==> src/sv/movdec_pkg.sv <==
// Shared types, constants and helper functions of the MOV instruction byte decoder.
`default_nettype none

package movdec_pkg;

	// Opcode prefixes of the two decoded MOV forms.
	localparam logic [5:0] OPC_REG_RM_PREFIX = 6'b100010;
	localparam logic [3:0] OPC_IMM_PREFIX    = 4'b1011;

	// ModRM field codes that change the operand form.
	localparam logic [1:0] MOD_NO_DISP  = 2'b00;
	localparam logic [1:0] MOD_DISP8    = 2'b01;
	localparam logic [1:0] MOD_REGISTER = 2'b11;
	localparam logic [2:0] RM_DIRECT    = 3'b110;

	typedef enum logic [1:0] {
		KIND_MOV_RM  = 2'd0,
		KIND_MOV_IMM = 2'd1,
		KIND_UNKNOWN = 2'd2
	} instr_kind_t;

	typedef enum logic [1:0] {
		OTHER_REG    = 2'd0,
		OTHER_EA     = 2'd1,
		OTHER_DIRECT = 2'd2,
		OTHER_IMM    = 2'd3
	} other_kind_t;

	// One input item.
	typedef struct packed {
		logic [7:0] code_byte;
	} code_item_t;

	// One decoded record, as delivered on the output channel.
	typedef struct packed {
		instr_kind_t instr_kind;
		logic        wide;
		logic [3:0]  reg_operand;
		logic        reg_is_dest;
		other_kind_t other_kind;
		logic [3:0]  other_register;
		logic [2:0]  address_form;
		logic        has_value;
		logic [15:0] value;
		logic [2:0]  length;
	} record_t;

	// A collected instruction, passed from the front end to the back end.
	typedef struct packed {
		instr_kind_t kind;
		logic [7:0]  opcode;
		logic [7:0]  modrm;
		logic        has_value;
		logic        two_bytes;
		logic [15:0] value;
	} decode_t;

	typedef struct packed {
		logic    valid;
		decode_t entry;
	} push_t;

	typedef struct packed {
		logic empty;
		logic full;
	} queue_status_t;

	function automatic logic is_reg_rm(input logic [7:0] op);
		return op[7:2] == OPC_REG_RM_PREFIX;
	endfunction

	function automatic logic is_imm_reg(input logic [7:0] op);
		return op[7:4] == OPC_IMM_PREFIX;
	endfunction

endpackage

`default_nettype wire

==> src/sv/movdec_stream_if.sv <==
// Valid/ready stream channel carrying one item of a given payload type.
`default_nettype none

interface movdec_stream_if #(
	parameter type payload_t = logic [7:0]
) ();
	logic     valid;
	logic     ready;
	payload_t data;

	modport source (output valid, output data, input ready);
	modport sink (input valid, input data, output ready);
endinterface

`default_nettype wire

==> src/sv/movdec_back.sv <==
// Back end: expands a collected instruction into a decoded record and holds it for the sink.
`default_nettype none

module movdec_back (
	input  wire                        clk,
	input  wire                        arst_n,
	input  movdec_pkg::decode_t        head,
	input  movdec_pkg::queue_status_t  qstat,
	output logic                       pop,
	movdec_stream_if.source            record_ch
);
	import movdec_pkg::*;

	record_t    rec;
	record_t    rec_q;
	logic       valid_q;
	logic [1:0] md;
	logic [2:0] rm;
	logic       w;
	logic [2:0] val_bytes;

	assign md  = head.modrm[7:6];
	assign rm  = head.modrm[2:0];
	assign pop = !qstat.empty && (!valid_q || record_ch.ready);

	always_comb begin
		rec            = '0;
		w              = 1'b0;
		val_bytes      = head.has_value ? (head.two_bytes ? 3'd2 : 3'd1) : 3'd0;
		rec.instr_kind = head.kind;
		unique case (head.kind)
			KIND_MOV_RM: begin
				w               = head.opcode[0];
				rec.wide        = w;
				rec.reg_operand = {w, head.modrm[5:3]};
				rec.reg_is_dest = head.opcode[1];
				if (md == MOD_REGISTER) begin
					rec.other_kind     = OTHER_REG;
					rec.other_register = {w, rm};
				end else if (md == MOD_NO_DISP && rm == RM_DIRECT) begin
					rec.other_kind = OTHER_DIRECT;
				end else begin
					rec.other_kind   = OTHER_EA;
					rec.address_form = rm;
				end
				rec.has_value = head.has_value;
				rec.value     = head.value;
				rec.length    = 3'd2 + val_bytes;
			end
			KIND_MOV_IMM: begin
				w               = head.opcode[3];
				rec.wide        = w;
				rec.reg_operand = {w, head.opcode[2:0]};
				rec.reg_is_dest = 1'b1;
				rec.other_kind  = OTHER_IMM;
				rec.has_value   = head.has_value;
				rec.value       = head.value;
				rec.length      = 3'd1 + val_bytes;
			end
			default: begin
				rec.instr_kind = KIND_UNKNOWN;
				rec.length     = 3'd1;
			end
		endcase
	end

	always_ff @(posedge clk) begin
		if (pop) begin
			rec_q <= rec;
		end
	end

	always_ff @(posedge clk or negedge arst_n) begin
		if (!arst_n) begin
			valid_q <= 1'b0;
		end else if (pop) begin
			valid_q <= 1'b1;
		end else if (record_ch.ready) begin
			valid_q <= 1'b0;
		end
	end

	assign record_ch.valid = valid_q;
	assign record_ch.data  = rec_q;

endmodule

`default_nettype wire

==> src/flat_wrapper.sv <==
// flat-port wrapper written by rule: the top's interface ports become plain ports
module movdec_back_flat import movdec_pkg::*;
  (clk, arst_n, head, qstat, pop, record_ch_valid, record_ch_data, record_ch_ready);
  movdec_stream_if record_ch_i ();
  input  wire clk;
  input  wire arst_n;
  input  movdec_pkg::decode_t head;
  input  movdec_pkg::queue_status_t qstat;
  output logic pop;
  output wire logic [$bits(record_ch_i.valid)-1:0] record_ch_valid;
  output wire logic [$bits(record_ch_i.data)-1:0] record_ch_data;
  input wire logic [$bits(record_ch_i.ready)-1:0] record_ch_ready;
  assign record_ch_valid = record_ch_i.valid;
  assign record_ch_data = record_ch_i.data;
  assign record_ch_i.ready = record_ch_ready;
  movdec_back u_core (.clk(clk), .arst_n(arst_n), .head(head), .qstat(qstat), .pop(pop), .record_ch(record_ch_i));
endmodule
==> config.mk <==
export PLATFORM = sky130hd
export DESIGN_NAME = movdec_back_flat
export DESIGN_NICKNAME = d
export VERILOG_FILES = /design/src/sv/movdec_pkg.sv /design/src/sv/movdec_stream_if.sv /design/src/sv/movdec_back.sv /design/src/flat_wrapper.sv
export SDC_FILE = /design/constraint.sdc
export NUM_CORES = 1
export LEC_CHECK = 0
export ABC_AREA = 1
export BUFFER_PORTS_ARGS = -buffer_cell sky130_fd_sc_hd__buf_2
export CAP_MARGIN = 40
export CORE_AREA = 2 2 39 41
export CTS_BUF_LIST = sky130_fd_sc_hd__clkbuf_8
export DETAILED_ROUTE_END_ITERATION = 7
export DIE_AREA = 0 0 41 43
export PLACE_DENSITY_LB_ADDON = 0.05
export SLEW_MARGIN = 40
export SYNTH_ARGS = -nofsm -noshare
export SYNTH_HDL_FRONTEND = slang
export SYNTH_SLANG_ARGS = --single-unit
==> constraint.sdc <==
create_clock -name clk -period 3.3 [get_ports clk]
set_input_delay 0 -clock clk [delete_from_list [all_inputs] [get_ports clk]]
set_output_delay 0 -clock clk [all_outputs]
set_load 0.01 [all_outputs]
* Yosys cells after proc, flatten, opt, wreduce, memory -nomap -nowiden
Cells that the tools add are included.
** Word-level totals
- Register bits after elaboration :: 9
- Latch bits :: 0
- Bits in writable memories :: 0
- Memory bits (read-only) :: 0
- Bits of input ports :: 41
- Memories kept :: 0
** Cells by class
- $add $sub $neg :: 2
- $mul :: 0
- Divide/modulo/power cells :: 0
- Order comparisons :: 0
- Equality and inequality tests :: 1
- Shifts and indexed selects :: 0
- Mux-type cells :: 5
- Bitwise logic cells :: 0
- Reductions and logical operators :: 7
** Operators by type and width (count)
- one-hot mux 3 bit (2 select lines) :: 1
- adder 1 x 3 -> 3 bit (first input constant) :: 1
- adder 2 x 3 -> 3 bit (first input constant) :: 1
- 2-to-1 mux 3 bit :: 1
- equality test 2 x 1 -> 1 bit (second input constant) :: 1
- zero test 1 bit :: 2
- zero test 2 bit :: 1
- 2-to-1 mux 1 bit :: 2
- 2-to-1 mux 2 bit :: 1
- nonzero test 2 bit :: 1
- OR reduction 2 bit :: 1
- logical AND 1 bit :: 1
- logical OR 1 bit :: 1

* Logic depth before layout (Yosys ltp)
- Depth after elaboration :: 4
- Gate-level depth with buffers :: 4
- Mapped depth without buffers :: 4

* Worst setup path after synthesis
Ideal clock, no wire load.
- Path type :: reg2reg
- Start :: register u_core.valid_q, in the netlist u_core.record_ch.valid
- End :: register u_core.rec_q (netlist bit u_core.record_ch.data[0]) (enable)
- Setup time :: 382 ps
- Data arrival time :: 1033 ps
- Data required time :: 2918 ps
- Path slack :: 1885 ps
- Stages on the path, launching flop included :: 2
- Cell sequence :: dfrtp_1 -> a21oi_1
** Between the ends
- Cells in the longest elaborated chain, start to end :: 3
** RTL lines
- start: declaration :: RTL line movdec_back.sv:16 : logic valid_q;
- start signal: assignment :: RTL line movdec_back.sv:75 : valid_q <= 1'b0;
- start signal: assignment :: RTL line movdec_back.sv:77 : valid_q <= 1'b1;
- start signal: assignment :: RTL line movdec_back.sv:79 : valid_q <= 1'b0;
- zero test 1 bit :: RTL line movdec_back.sv:24 : assign pop = !qstat.empty && (!valid_q || record_ch.ready);
- logical OR 1 bit :: RTL line movdec_back.sv:24
- logical AND 1 bit :: RTL line movdec_back.sv:24
- net pop :: RTL line flat_wrapper.sv:9 : output logic pop;
- end signal: assignment :: RTL line movdec_back.sv:69 : rec_q <= rec;
- end: declaration :: RTL line movdec_back.sv:15 : record_t rec_q;
The timed path passes the listed nets, and every way through them passes these cells.
A chain may end at the register's enable or synchronous reset.

* Worst setup path after layout
- Start :: register u_core.valid_q, in the netlist u_core.record_ch.valid
- End :: output port pop
** Between the ends
- Cells in the longest elaborated chain, start to end :: 3
** RTL lines (RTL line)
- zero test 1 bit :: movdec_back.sv:24
- logical OR 1 bit :: movdec_back.sv:24
- logical AND 1 bit :: movdec_back.sv:24
- end: declaration :: flat_wrapper.sv:9
No other way between the ends.

==> flow_metrics.tcl <==
set metrics [dict create \
    status "completed" \
    post_cts_buffers 0 \
    worst_slew_pin_slew_ns 0.484 \
    period_needed_ns 1.26 \
    root_buffer "clkbuf_8" \
    start_util_pct 26.8 \
    critPathCaptureType "primary output" \
    final-max-slew-violation-count 0 \
    cts_hold_buffers 2 \
    globalplace.congestion 0.589 \
    syn_inst 35 \
    die_h_um 43 \
    syn-cell-area_um2 370 \
    area_growth_pct 53.7 \
    core-area_um2 1380 \
    track_usage_pct 9.16 \
    routed_wl_um 691 \
    via_count 304 \
    diodes 0 \
    drc 0 \
    fin_crit_sh_pct 38.3 \
    drtIter0Drc 3 \
    setup_tns_ns 0 \
    die-area_um2 1760 \
    ctsLongestPathBuffers 2 \
    critPathRequiredTime_ns 3.30 \
    worst_setup_path_start_kind "flip-flop" \
    cap_violations 0 \
    yosys_warnings 0 \
    io_buffers 22 \
    wl_per_cell_um 8.75 \
    crit_slowest_cell "a21oi_2" \
    drt.antenna.violating_nets 0 \
    timing_worst_setup_path_type "flip-flop to primary output" \
    io_pins 51 \
    rrSetupSlack_ns 2.13 \
    grt_first_pass_wirelength_mm 1.01 \
    max_stage_delay_ns 0.42 \
    fmax_mhz 792 \
    grt_pass1_vias 281 \
    dp_hpwl_um 525 \
    crit_chain "a21oi_2 -> buf_2" \
    yosysSeqAreaShare_pct 71.6 \
    rsz0062_at_grt "no" \
    synth_seq_cells 9 \
    clock-sinks 9 \
    power_density_nw_per_um2 504 \
    finalSetupViolCount 0 \
    first_pass_iters 3 \
    synth_nets 76 \
    cts_tree "built" \
    cts_resized 0 \
    antenna_found_initial 0 \
    hold_viol_final 0 \
    slew_headroom_pct 67.8 \
    critPathArrivalTime_ns 1.26 \
    num_rows 14 \
    htree_levels 1 \
    grt-ovfl-total 0 \
    fin_nets 105 \
    die-width_um 41 \
    vias_per_cell 3.85 \
    path_clk_slew_ns 0.04 \
    grt_max_degree 10 \
    clk-insertion-delay-late_ns 0.23 \
    min_path_type "primary input to flip-flop" \
    p_leak_nw 0.295 \
    worst-path-max-fanout 9 \
    cts_made_buffers 3 \
    syn_area_per_cell_um2 10.6 \
    drive_above_1_share_pct 42.9 \
    clock-skew-final_ns 0.00212 \
    peakVddDrop_uv 175 \
    hold_ws_ns 0.0293 \
    yosysUniqueCellTypes 9 \
]
==> power by group <==
group	total (W)	switching [W]	internal (W)
Sequential	0.000134	0.00000174	0.000133
Combinational	0.0000327	0.0000178	0.0000149
Clock	0.000120	0.0000394	0.0000806
==> final timing paths <==
check                                              startpoint                                endpoint  cells past startpoint
max                        u_core.record_ch.valid$_DFFE_PN0P_                                     pop                      2
min reg2reg                u_core.record_ch.valid$_DFFE_PN0P_      u_core.record_ch.valid$_DFFE_PN0P_                      2
max reg2reg                u_core.record_ch.valid$_DFFE_PN0P_  u_core.record_ch.data[4]$_SDFFCE_PN0P_                      1
min in group asynchronous                              arst_n      u_core.record_ch.valid$_DFFE_PN0P_                      2
max in group asynchronous                              arst_n      u_core.record_ch.valid$_DFFE_PN0P_                      2
min                                           record_ch_ready      u_core.record_ch.valid$_DFFE_PN0P_                      4
==> layer usage <==
| metal | part of all wire, % | wire length, um | up-vias | GRT usage [%] |
|---|---|---|---|---|
| met4 | 0 | 0 | 0 | 8.00 |
| li1 | - | - | 165 | - |
| met1 | 42 | 289 | 126 | 9.43 |
| met2 | 49 | 340 | 13 | 12.8 |
| met3 | 8.8 | 61 | 0 | 4.71 |
| met5 | 0 | 0 | - | 0 |
==> logic make-up (layout without fill, tap and decap cells) <==
kind of cell	after synthesis	count (layout)	synth area share [%]
simple gates	16	16	17.9
compound gates	1	1	1.35
flops	9	9	71.6
buf+inv	9	37	9.12
==> state kept, by name (all words and copies together) (netlist names) <==
signal / count
u_core.record_ch.data: 8
u_core.record_ch.valid: 1
==> final cells by class <==
type	instances	area, um^2
Fill cell	151	815
Sequential cell	9	265
Timing Repair Buffer	24	130
Multi-Input combinational cell	17	75.1
Clock buffer	3	41.3
Inverter	9	33.8
Tap cell	16	20.0
Clock inverter	1	3.75
==> cell usage in the layout, fill, tap and decap left out <==
cell type / synthesis / final
nor2_1: 5 / 5
nor3_1: 1 / 1
inv_1: 8 / 9
nand3_1: 4 / 4
inv_2: 1 / 1
dlygate4sd3_1: 0 / 2
a21oi_2: 0 / 1
dfrtp_1: 1 / 1
buf_2: 0 / 22
clkbuf_8: 0 / 3
edfxtp_1: 8 / 8
nand2_1: 6 / 6
==> through the flow <==
| step | area (um^2) | total power, W | worst slack, ns | std cells | util, % |
|---|---|---|---|---|---|
| 2_1_floorplan | 370 | 0.000150 | 1.88 | 35 | - |
| 3_3_place_gp | 500 | 0.000167 | 1.84 | 73 | 36.2 |
| 3_5_place_dp | 500 | 0.000167 | 1.84 | 73 | 36.2 |
| 4_1_cts | 566 | 0.000293 | 1.71 | 79 | 40.9 |
| 5_1_grt | 569 | 0.000303 | 1.93 | 79 | 41.1 |
| 6_report | 569 | 0.000287 | 2.04 | 79 | 41.1 |
==> worst max-delay path: cells and delay by family, from the launching register on <==
family | cells | cell delay [ns]
buffers and inverters | 1 | 0.22
AOI/OAI and AO/OA | 1 | 0.42
DFF | 1 | 0.40
==> Yosys cell counts, drive strengths merged <==
cell | n | area (um^2)
nand2 | 6 | 22.5
nor3 | 1 | 5.00
nand3 | 4 | 20.0
edfxtp | 8 | 240
dfrtp | 1 | 25.0
inv | 9 | 33.8
nor2 | 5 | 18.8
a21oi | 1 | 5.00
Power figures use the tool's default switching activity.
