<file path="src/sv/movdec_pkg.sv">
// Shared types, constants and helper functions of the MOV instruction byte decoder.
`default_nettype none

package movdec_pkg;

	// Opcode prefixes of the two decoded MOV forms.
	localparam logic [5:0] OPC_REG_RM_PREFIX = 6'b100010;
	localparam logic [3:0] OPC_IMM_PREFIX    = 4'b1011;

	// ModRM field codes that change the operand form.
	localparam logic [1:0] MOD_NO_DISP  = 2'b00;
	localparam logic [1:0] MOD_DISP8    = 2'b01;
	localparam logic [1:0] MOD_REGISTER = 2'b11;
	localparam logic [2:0] RM_DIRECT    = 3'b110;

	typedef enum logic [1:0] {
		KIND_MOV_RM  = 2'd0,
		KIND_MOV_IMM = 2'd1,
		KIND_UNKNOWN = 2'd2
	} instr_kind_t;

	typedef enum logic [1:0] {
		OTHER_REG    = 2'd0,
		OTHER_EA     = 2'd1,
		OTHER_DIRECT = 2'd2,
		OTHER_IMM    = 2'd3
	} other_kind_t;

	// One input item.
	typedef struct packed {
		logic [7:0] code_byte;
	} code_item_t;

	// One decoded record, as delivered on the output channel.
	typedef struct packed {
		instr_kind_t instr_kind;
		logic        wide;
		logic [3:0]  reg_operand;
		logic        reg_is_dest;
		other_kind_t other_kind;
		logic [3:0]  other_register;
		logic [2:0]  address_form;
		logic        has_value;
		logic [15:0] value;
		logic [2:0]  length;
	} record_t;

	// A collected instruction, passed from the front end to the back end.
	typedef struct packed {
		instr_kind_t kind;
		logic [7:0]  opcode;
		logic [7:0]  modrm;
		logic        has_value;
		logic        two_bytes;
		logic [15:0] value;
	} decode_t;

	typedef struct packed {
		logic    valid;
		decode_t entry;
	} push_t;

	typedef struct packed {
		logic empty;
		logic full;
	} queue_status_t;

	function automatic logic is_reg_rm(input logic [7:0] op);
		return op[7:2] == OPC_REG_RM_PREFIX;
	endfunction

	function automatic logic is_imm_reg(input logic [7:0] op);
		return op[7:4] == OPC_IMM_PREFIX;
	endfunction

endpackage

`default_nettype wire

</file>
<file path="src/sv/movdec_queue.sv">
// Short first-in first-out queue of collected instructions between front and back end.
`default_nettype none

module movdec_queue #(
	parameter int DEPTH = 2
) (
	input  wire                        clk,
	input  wire                        arst_n,
	input  movdec_pkg::push_t          push,
	input  wire                        pop,
	output movdec_pkg::decode_t        head,
	output movdec_pkg::queue_status_t  qstat
);
	import movdec_pkg::*;

	localparam int PTR_W = (DEPTH > 1) ? $clog2(DEPTH) : 1;
	localparam int CNT_W = $clog2(DEPTH + 1);
	localparam logic [PTR_W-1:0] LAST_PTR = PTR_W'(DEPTH - 1);
	localparam logic [CNT_W-1:0] FULL_CNT = CNT_W'(DEPTH);

	decode_t          entries_q [DEPTH];
	logic [PTR_W-1:0] wr_ptr_q;
	logic [PTR_W-1:0] rd_ptr_q;
	logic [CNT_W-1:0] count_q;

	logic do_push;
	logic do_pop;

	assign qstat.empty = (count_q == '0);
	assign qstat.full  = (count_q == FULL_CNT);
	assign do_push     = push.valid && !qstat.full;
	assign do_pop      = pop && !qstat.empty;
	assign head        = entries_q[rd_ptr_q];

	always_ff @(posedge clk) begin
		if (do_push) begin
			entries_q[wr_ptr_q] <= push.entry;
		end
	end

	always_ff @(posedge clk or negedge arst_n) begin
		if (!arst_n) begin
			wr_ptr_q <= '0;
			rd_ptr_q <= '0;
			count_q  <= '0;
		end else begin
			if (do_push) begin
				wr_ptr_q <= (wr_ptr_q == LAST_PTR) ? '0 : wr_ptr_q + 1'b1;
			end
			if (do_pop) begin
				rd_ptr_q <= (rd_ptr_q == LAST_PTR) ? '0 : rd_ptr_q + 1'b1;
			end
			if (do_push && !do_pop) begin
				count_q <= count_q + 1'b1;
			end else if (do_pop && !do_push) begin
				count_q <= count_q - 1'b1;
			end
		end
	end

endmodule

`default_nettype wire

</file>
<file path="config.mk">
export PLATFORM = sky130hd
export DESIGN_NAME = movdec_queue
export DESIGN_NICKNAME = d
export VERILOG_FILES = /design/src/sv/movdec_pkg.sv /design/src/sv/movdec_queue.sv
export SDC_FILE = /design/constraint.sdc
export NUM_CORES = 1
export LEC_CHECK = 0
export ABC_AREA = 1
export CORE_MARGIN = 1.5
export CORE_UTILIZATION = 55
export DETAILED_ROUTE_END_ITERATION = 10
export DONT_BUFFER_PORTS = 1
export PLACE_DENSITY = 0.7
export REMOVE_ABC_BUFFERS = 1
export SLEW_MARGIN = 20
export SYNTH_ARGS = -nofsm -noshare
export SYNTH_HDL_FRONTEND = slang
export SYNTH_SLANG_ARGS = --single-unit
</file>
<file path="constraint.sdc">
create_clock -name clk -period 5.4 [get_ports clk]
set_input_delay 0.54 -clock clk [delete_from_list [all_inputs] [get_ports clk]]
set_output_delay 0.54 -clock clk [all_outputs]
set_load 0.02 [all_outputs]
</file>
# Word-level counts from Yosys, hierarchy flattened
# Memories as Yosys holds them, arrays and structs flattened.
# Index checks and enable logic that the tools add are counted.
totals:
  reg_bits: 4
  out_inout_bits: 38
  mem_bits_rw: 72
  mem_count: 1
  word_cells: 25
op_classes:
  n_addsub: 4
  mux: 6
  n_reduce_logical: 10
  n_eq_ne: 1
memory_table:
  columns: ["memory", "words", "width", "rd", "rd_ports_with_merged_regs", "write_ports", "line", "text"]
  rows:
  - ["entries_q", 2, 36, 1, 0, 1, "movdec_queue.sv:21", "decode_t entries_q [DEPTH];"]
op_table:
  columns: ["operator", "n"]
  rows:
  - ["logical AND 1 bit", 4]
  - ["zero test 1 bit", 4]
  - ["two-way mux 1 bit", 4]
  - ["two-way mux 2 bit", 2]
  - ["adder 1 bit, second input constant", 2]
  - ["adder 2 x 1 -> 2 bit, second input constant", 1]
  - ["equality test 2 bit, second input constant", 1]
  - ["zero test 2 bit", 1]
  - ["nonzero test 2 bit", 1]
  - ["subtractor 2 x 1 -> 2 bit, second input constant", 1]

# Longest topological paths before layout
# Gate-level depths: netlist of the first run.
depth:
  word_depth: 7
  ltp_mapped: 9
  mapped_depth_nobuf: 9

# Worst setup path after synthesis of the first run
# OpenSTA, ideal clock, no wires.
synth_timing:
  path_kind: "in2reg"
  startpoint: "input port push[36] (netlist bit)"
  endpoint: "memory entries_q[1][0] (netlist bit), enable pin"
  stages: 2
  setup_time_ns: 0.429
  arrival_time_ns: 2.166
  setup_slack_ns: 2.805
  path_buffers: 0
  t_required_ns: 4.971
  path_cell_list: "o21ai_0 > nor2_1"
synth_via:
  elab_chain_len: 3
synth_rtl:
  columns: ["item", "line", "text"]
  rows:
  - ["start, declared", "movdec_queue.sv:9", "input movdec_pkg::push_t push,"]
  - ["logical AND 1 bit", "movdec_queue.sv:31", "assign do_push = push.valid && !qstat.full;"]
  - ["two-way mux 1 bit", "movdec_queue.sv:36", "if (do_push) begin"]
  - ["two-way mux 1 bit (implied by the code)", "movdec_queue.sv:37", "entries_q[wr_ptr_q] <= push.entry;"]
  - ["end, declared", "movdec_queue.sv:21", null]
# Every way passes these cells.

==> results.txt, run 1 <==
- Peak supply drop: 0.000345 V
* Fillcell total: 395
- After clock tree synthesis, the repair step resized 0 gates.
- On the final layout, the worst hold slack is 287 ps.
* Height of the die: 74.9 um
- After synthesis, the cell types taking the most area are sky130_fd_sc_hd__edfxtp_1 76%, sky130_fd_sc_hd__nand2_1 15%, sky130_fd_sc_hd__dfrtp_1 3.5%.
- TritonCTS built the clock tree.
- Summing internal, switching and leakage power gives 0.00191 W.
- Fraction of post-synthesis cell area in the top cell type by area: 76.0%
- Detail Route Antenna Nets: 0
- DRC: 0
- The floorplan step defined a die boundary enclosing 5620 um^2.
- The flow ran to the end, and the final reports show no timing, DRC or antenna violations.
- Post-synthesis cell type count: 15
- Final weighted congestion of routability-driven global placement: 0.797
* Final worst-path cycle share: 38.8%
* Min Tclk post-route: 2100 ps
- Sort of element at the start of the critical path: flop
* Layout net count: 267
- Total setup violations reported at the end of the flow: 0
- Summing the sequential cell areas from Yosys gives 79.5% of the chip area.
- Clock latency at the later pin of the worst-skew pair: 340 ps
- In this run the power density over the cells is 607 nW/um^2.
* Transition at the pin with the smallest max-transition slack: 1020 ps
- The worst setup path is captured at an output port.
- For this configuration, the core starts out at a cell density of 56.5%.
- For this run, global-route usage on met3 was measured as 10.8%.
- The number of failing hold endpoints at the final stage came to 0.
- Routed length per instance: 14.5 um
- Max-slew violation count: 0
- The clock net in this run drives a total of 76 sinks.
* Non-filler cells, final: 301
- Most common cell after layout, fill and taps aside: sky130_fd_sc_hd__nand2_1
- The min-delay analysis places its worst path in the category input pin to flop.
* Worst-case clock buffer depth: 2
- Clock-pin slew was measured on the worst setup and hold paths at 80 ps.
* Total Routing Usage GR: 16.2%
- The number of antenna violations at the first check in global routing came to 0.
- Residual overflow from global routing: 0
- The clock arrives with 9.26 ps of skew.
- The worst setup path is of the flop to output port kind.
- Synthesis produced 219 cells.
- Setup repair after global routing left no endpoint under its margin.
* Placed wire-length estimate: 2470 um
- In this run the horizontal extent of the chip is 74.9 um.
- The number of antenna diodes in the final layout is 0.
* Final total negative setup slack: 0 ps
* Count of max-cap constraint violations: 0
* Placed Instance Area: 2910 um^2
- Number of CTS-inserted buffers: 9
- Most heavily used metal layer in global routing: met2
- After synthesis the netlist holds a flip-flop and latch count of 76.
- Met2 usage in global routing: 24.8%
* Global-route wire length before repair: 6200 um
- The worst pin sits at a relative slew slack of 31.7%.
- Average size of a mapped cell: 13.0 um^2
* Most used cells in the layout excluding fill and tap cells: 117 x sky130_fd_sc_hd__nand2_1, 72 x sky130_fd_sc_hd__edfxtp_1, 9 x sky130_fd_sc_hd__clkbuf_8
- The H-tree was split into 3 levels.
- Area growth from synthesis to layout: 10.7%
* Required time worst endpoint: 4860 ps
- In this run, the number of DRC markers left after iteration 0 of detailed routing was 78.
* Iteration count of the initial detailed-routing pass: 4
* Met1 track demand over resource in global routing: 16.8%
- The via count of the first global-routing pass came to 1337.
* Post-placement cell count: 284
- Entering global routing, the biggest net connects 38 pins.
- Worst Path Arrival: 1560 ps
- In the final layout, the share of cells above drive strength 1 is 8.23%.
- Netlist area before placement: 2850 um^2
- The root buffer cell chosen for the clock tree is sky130_fd_sc_hd__clkbuf_8.
* Core region area: 5040 um^2
- Mean number of vias per cell: 4.91
- Critical path peak fanout: 37
* Static power due to leakage: 1.26 nW
- Via count of the routed design: 1477
- Max Clock Freq: 0.477 GHz
- IO Count: 78
* Total number of yosys warnings: 0
* Routed wire length: 4380 um
- In this run the tool buffered the top-level ports with 0 buffer cells.
- The largest total area in the synthesized netlist belongs to sky130_fd_sc_hd__edfxtp_1.
* Final design area excluding fillers: 3150 um^2
* Cell Rows: 26
==> cells by family (layout without fill, tap and decap cells) <==
group | after synthesis | in the layout | synth area share [%]
XOR/XNOR | 1 | 1 | 0.308
flip-flops | 76 | 76 | 79.5
AO/OA/AOI/OAI | 2 | 2 | 0.352
AND/OR/NAND/NOR | 124 | 124 | 16.8
buffers and inverters | 15 | 27 | 2.64
adder cells (fa/ha/maj) | 1 | 1 | 0.439
==> timing repair <==
action / 4_1_cts / 5_1_grt
hold buffers: 1 / 0
setup buffers: 0 / 0
endpoints found under the hold margin: 4 / 0
==> power by group <==
part           total, W  internal [W]  switching, W
registers      0.000844      0.000806     0.0000374
logic          0.000575     0.0000988      0.000476
clock network  0.000493      0.000303      0.000190
==> per-layer routing <==
metal	up-vias	routed length [um]	part of all wire, %
met5	-	0	0
met1	675	1660	38
met4	0	65	1.5
li1	740	-	-
met3	9	495	11
met2	53	2160	49
==> worst max-delay path, stage by stage (launching register included) <==
cell and delay (ps):
sky130_fd_sc_hd__dfrtp_1 390, sky130_fd_sc_hd__inv_2 470, sky130_fd_sc_hd__nand2_1 120, sky130_fd_sc_hd__nand2_1 220
==> final cells by class <==
class / count / area [um^2] / share of cell area (%)
clock buffer: 10 / 128 / 4.05
clock inverter: 6 / 103 / 3.26
inverter: 8 / 30.0 / 0.953
multi-input combinational: 128 / 517 / 16.4
sequential: 76 / 2260 / 71.8
tap: 70 / 87.6 / 2.78
timing repair buffer: 3 / 25.0 / 0.794
==> synthesized netlist by cell type (all sizes together) <==
cell type	number
inv	8
o21ai	2
nand3b	1
nor2	4
nand2	117
xnor2	1
edfxtp	72
ha	1
buf	7
nand3	1
nand4	1
dfrtp	4
==> registers in the layout (all words and copies together) (netlist names) <==
register   flops
entries_q     72
count_q        2
rd_ptr_q       1
wr_ptr_q       1
==> per-stage QoR <==
step | util (%) | setup slack, ps
2_1_floorplan | - | 2800
3_3_place_gp | 57.7 | 3470
3_5_place_dp | 57.7 | 3440
4_1_cts | 62.5 | 3280
5_1_grt | 62.5 | 3160
6_report | 62.5 | 3300
==> final timing paths <==
kind                       slack, ps                          to                   start  cells after the start
min in group asynchronous        470      count_q[0]$_DFFE_PN0P_                  arst_n                      1
max reg2reg                     3500  entries_q[1][12]$_DFFE_PP_  count_q[1]$_DFFE_PN0P_                      3
max in group asynchronous       4750      count_q[1]$_DFFE_PN0P_                  arst_n                      1
min reg2reg                      490        wr_ptr_q$_DFFE_PN0P_    wr_ptr_q$_DFFE_PN0P_                      2
max                             3300                    head[15]    rd_ptr_q$_DFFE_PN0P_                      3
min                              290  entries_q[1][26]$_DFFE_PP_                push[26]                      0
No activity file was read; power rests on OpenSTA's default activity.
==> inputs of run 2 (changes only) <==
Settings changed: ABC_AREA 1 to 0, PLACE_DENSITY 0.7 to 0.73.
Clock period 5.4 ns to 1.75 ns, I/O delays scaled along.
==> run 2 against run 1 <==
Net effect: design area increased by 16%; final cell count down 13%; die area up 3.3%; total power rose to 3.2 times the previous value; hold slack worse by 220 ps; clock power up 150%; non-clock buffer count is 45 higher; worst setup slack worse by 3200 ps; flip-flop and latch count stayed put; critical path depth decreased by 1; sequential power grew to 3.2 times the previous value; critical endpoint unchanged; highest routed layer unchanged.
==> results.txt, run 2 <==
* Status: finished, final reports clean
- The worst-margin pin slew was 386 ps (-636 ps).
- Crit Reg-Reg Endpoint: count_q[1]$_DFFE_PN0P_
- The switching portion of total power was 32.4% (-4.4 points).
- Gate power share: 35.6% (+5.5 points)
* Global-route wire length before repair: 7450 um (+20%)
* Clock Sinks: 76 (unchanged)
- Share of the yosys chip area belonging to registers: 76.8% (-2.6 points)
- The number of maximum-capacitance violations was 0 (unchanged).
- Mapped Cells: 131 (-40%)
- Routed length per instance: 17.9 um (+23%)
* Worst hold stages: 2 (+2)
- The worst slew slack as a fraction of its limit is 74.2% (+42 points).
- CTS placed an instance of sky130_fd_sc_hd__clkbuf_8 at the clock tree root.
- Placed wire-length estimate: 3000 um (+21%)
* DRC: 0 (unchanged)
- The post-route worst setup slack is 110 ps (-3190 ps).
- Total Die Area: 5800 um^2 (+3.3%)
* EDFF count, synth: 72 (unchanged)
- CTS tree: yes
- Final design area excluding fillers: 3650 um^2 (+16%)
* Routed wire length: 4680 um (+6.9%)
* Psw: 0.00197 W (+180%)
* Largest registers: entries_q x72, count_q x2
- The share of post-route cells with drive strength above 1 is 33.5% (+25 points).
- Crit end category: output port
* Number of register bits inferred by synthesis: 76 (unchanged)
- Final setup skew: 7.07 ps (-2.19 ps)
* Clock edge transition at the registers on the reported setup and hold paths: 70 ps (about the same)
* Most used cells in the layout excluding fill and tap cells: 72 x sky130_fd_sc_hd__edfxtp_1, 37 x sky130_fd_sc_hd__dlygate4sd3_1, 29 x sky130_fd_sc_hd__mux2_4
* Clock latency at the later pin of the worst-skew pair: 330 ps (about the same)
- The number of failing hold endpoints at the final stage was 0 (unchanged).
- By startpoint and endpoint, the worst setup path is classified as flop to output port.
- Initial standard-cell utilization of the core: 57.3% (+0.83 points)
- Counting flops per register, the top entry is entries_q.
- Internal power consumption: 0.00411 W (+240%)
- Counting instances in the post-synthesis netlist gives the leading cell types as 72 x sky130_fd_sc_hd__edfxtp_1, 29 x sky130_fd_sc_hd__mux2_4, 7 x sky130_fd_sc_hd__mux2_2, 4 x sky130_fd_sc_hd__dfrtp_1.
- Final weighted congestion of routability-driven global placement: 0.647 (-19%)
- Total Routing Usage GR: 17.7% (+1.5 points)
- The worst hold path terminates at wr_ptr_q$_DFFE_PN0P_.
- The data arrival time of the critical path was 1470 ps (-90 ps).
- The number of antenna violations at the first check in global routing was 0 (unchanged).
* Max FFs per register: 72 (unchanged)
* Detail Route Antenna Nets: 0 (unchanged)
- Residual overflow from global routing: 0 (unchanged)
* RSZ-0062 raised after global routing: false
- Register-to-Register Setup Slack: 150 ps (-3350 ps)
- Netlist area before placement: 2940 um^2 (+3.4%)
* Mean number of vias per cell: 5.06 (+3.1%)
* Most common cell after layout, fill and taps aside: sky130_fd_sc_hd__edfxtp_1
- For this run, the top clock speed supported by timing is 0.610 GHz.
- The share of the core filled with cells was 71.0% (+8.5 points).
* Startpoint of the tightest hold check path: push[36]
- Fraction of power consumed by sequential logic: 44.3% (+0.2 points)
* Total setup violations reported at the end of the flow: 0 (unchanged)
* Min Tclk post-route: 1640 ps
- Fraction of post-synthesis cell area in the top cell type by area: 73.4% (-2.5 points)
- The cell depth of the worst flop-to-flop path was 7 (+4).
* Critical path peak fanout: 14 (-62%)
- The setup TNS came to 0 ps (unchanged).
* Placed Instance Area: 3050 um^2 (+4.9%)
- Number of CTS-inserted buffers: 9 (unchanged)
- The total of fill cells in the finished design was 353 (-11%).
- Average size of a mapped cell: 22.5 um^2 (+73%)
* Clk pwr share: 20.0% (-5.8 points)
- Post-synthesis cell type count: 15 (unchanged)
- The min-delay analysis places its worst path in the category input pin to flop.
- Worst-case clock buffer depth: 2 (unchanged)
- The count of input and output buffers came to 0 (unchanged).
* Vias in the first global route: 1470 (+9.9%)
* Antenna diode count: 0 (unchanged)
- In the synthesized netlist the dominant register cell turns out to be sky130_fd_sc_hd__edfxtp_1.
- The setup slack after placement was 174 ps (-3260 ps).
- The maximum level of the CTS H-tree came to 3 (unchanged).
* Ys async rst share: 5.26% (unchanged)
* Die X: 76.2 um (+1.6%)
- The row count is 26 (unchanged).
- Top cells by area, synth: sky130_fd_sc_hd__edfxtp_1 73%, sky130_fd_sc_hd__mux2_4 15%, sky130_fd_sc_hd__dfrtp_1 3.4%
* IO Count: 78 (unchanged)
- The vertical die dimension came to 76.2 um (+1.6%).
- The peak supply drop is 0.00137 V (+300%).
- sky130_fd_sc_hd__edfxtp_1 is the most common cell in the netlist.
* Iter 0 DRT Violations: 46 (-41%)
* Layout net count: 227 (-15%)
* Maximum number of pins on one net before global-route repair: 23 (-39%)
- Final worst-path cycle share: 93.7%
* Static power due to leakage: 1.35 nW (+7.4%)
- Sort of element at the start of the critical path: flop
- Area growth from synthesis to layout: 23.9%
- Launch point of the worst path: rd_ptr_q$_DFFE_PN0P_
- Library cell occupying the most area in the post-synthesis netlist: sky130_fd_sc_hd__edfxtp_1
- Total number of yosys warnings: 0 (unchanged)
- The required time at the endpoint of the critical path is 1570 ps (-3290 ps).
- The power per cell area is 1670 nW/um^2 (+170%).
* Max-slew violation count: 0 (unchanged)
- The total number of vias came to 1321 (-11%).
- The number of detailed-routing iterations run before antenna repair was 4 (unchanged).
- Critical R2R Launch: count_q[0]$_DFFE_PN0P_
- Core region area: 5140 um^2 (+1.9%)
[run 2: per-layer routing]
layer	wire, um	track usage [%]
met1	1820	20.6
met2	2530	29.9
met3	257	5.15
met4	76	9.44
met5	0	0
[run 2: cell type report]
| cell class | count | area [um^2] | area share [%] |
|---|---|---|---|
| clock buffers | 10 | 128 | 3.50 |
| clock inverters | 6 | 55.1 | 1.51 |
| inverters | 2 | 7.51 | 0.206 |
| multi-input cells | 49 | 614 | 16.8 |
| flip-flops and latches | 76 | 2270 | 62.1 |
| well taps | 70 | 87.6 | 2.40 |
| repair buffers | 48 | 490 | 13.4 |
[run 2: kinds of logic (layout without fill, tap and decap cells)]
family / Yosys count / in the layout / share of synthesized area, %
flops: 76 / 76 / 76.8
simple gates: 6 / 6 / 0.935
xor+xnor: 5 / 5 / 1.49
mux: 36 / 36 / 17.5
fa+ha+maj: 1 / 1 / 0.425
buf+inv: 6 / 66 / 2.68
compound gates: 1 / 1 / 0.170
[run 2: repair_timing]
item | CTS | global route
pin swaps | 0 | 0
setup endpoints to repair | 4 | 3
resized for setup | 1 | 1
buffers inserted | 0 | 5
hold endpoints to repair | 76 | 0
hold buffers | 37 | 0
[run 2: how the worst max path moves through the flow]
stage                     cells after the start                        end  slack [ps]
after CTS                                     2                   head[15]          20
final                                         2                   head[15]         110
after global placement                        6     count_q[1]$_DFFE_PN0P_         300
after detailed placement                      7     count_q[1]$_DFFE_PN0P_         170
after global routing                          7     count_q[1]$_DFFE_PN0P_          40
after floorplan                               3  entries_q[0][0]$_DFFE_PP_        -850
[run 2: worst max-delay path: stages (launching register included)]
cell and delay, ps:
sky130_fd_sc_hd__dfrtp_4 530, sky130_fd_sc_hd__buf_12 190, sky130_fd_sc_hd__mux2_2 410
[run 2: through the flow]
step / std cells / hold WS [ps] / total power (W)
3_3_place_gp: 203 / -120 / 0.00468
5_1_grt: 261 / 70.9 / 0.00635
4_1_cts: 256 / 84.6 / 0.00605
3_5_place_dp: 203 / -120 / 0.00476
2_1_floorplan: 127 / -121 / 0.00434
6_report: 261 / 64.2 / 0.00608
[run 2: power groups by stage]
stage	Clock, W	Sequential [W]	Combinational, W
floorplan	0	0.00280	0.00153
global placement	0	0.00272	0.00196
detailed placement	0	0.00276	0.00200
CTS	0.00124	0.00273	0.00208
global route	0.00132	0.00274	0.00228
finish	0.00122	0.00270	0.00217
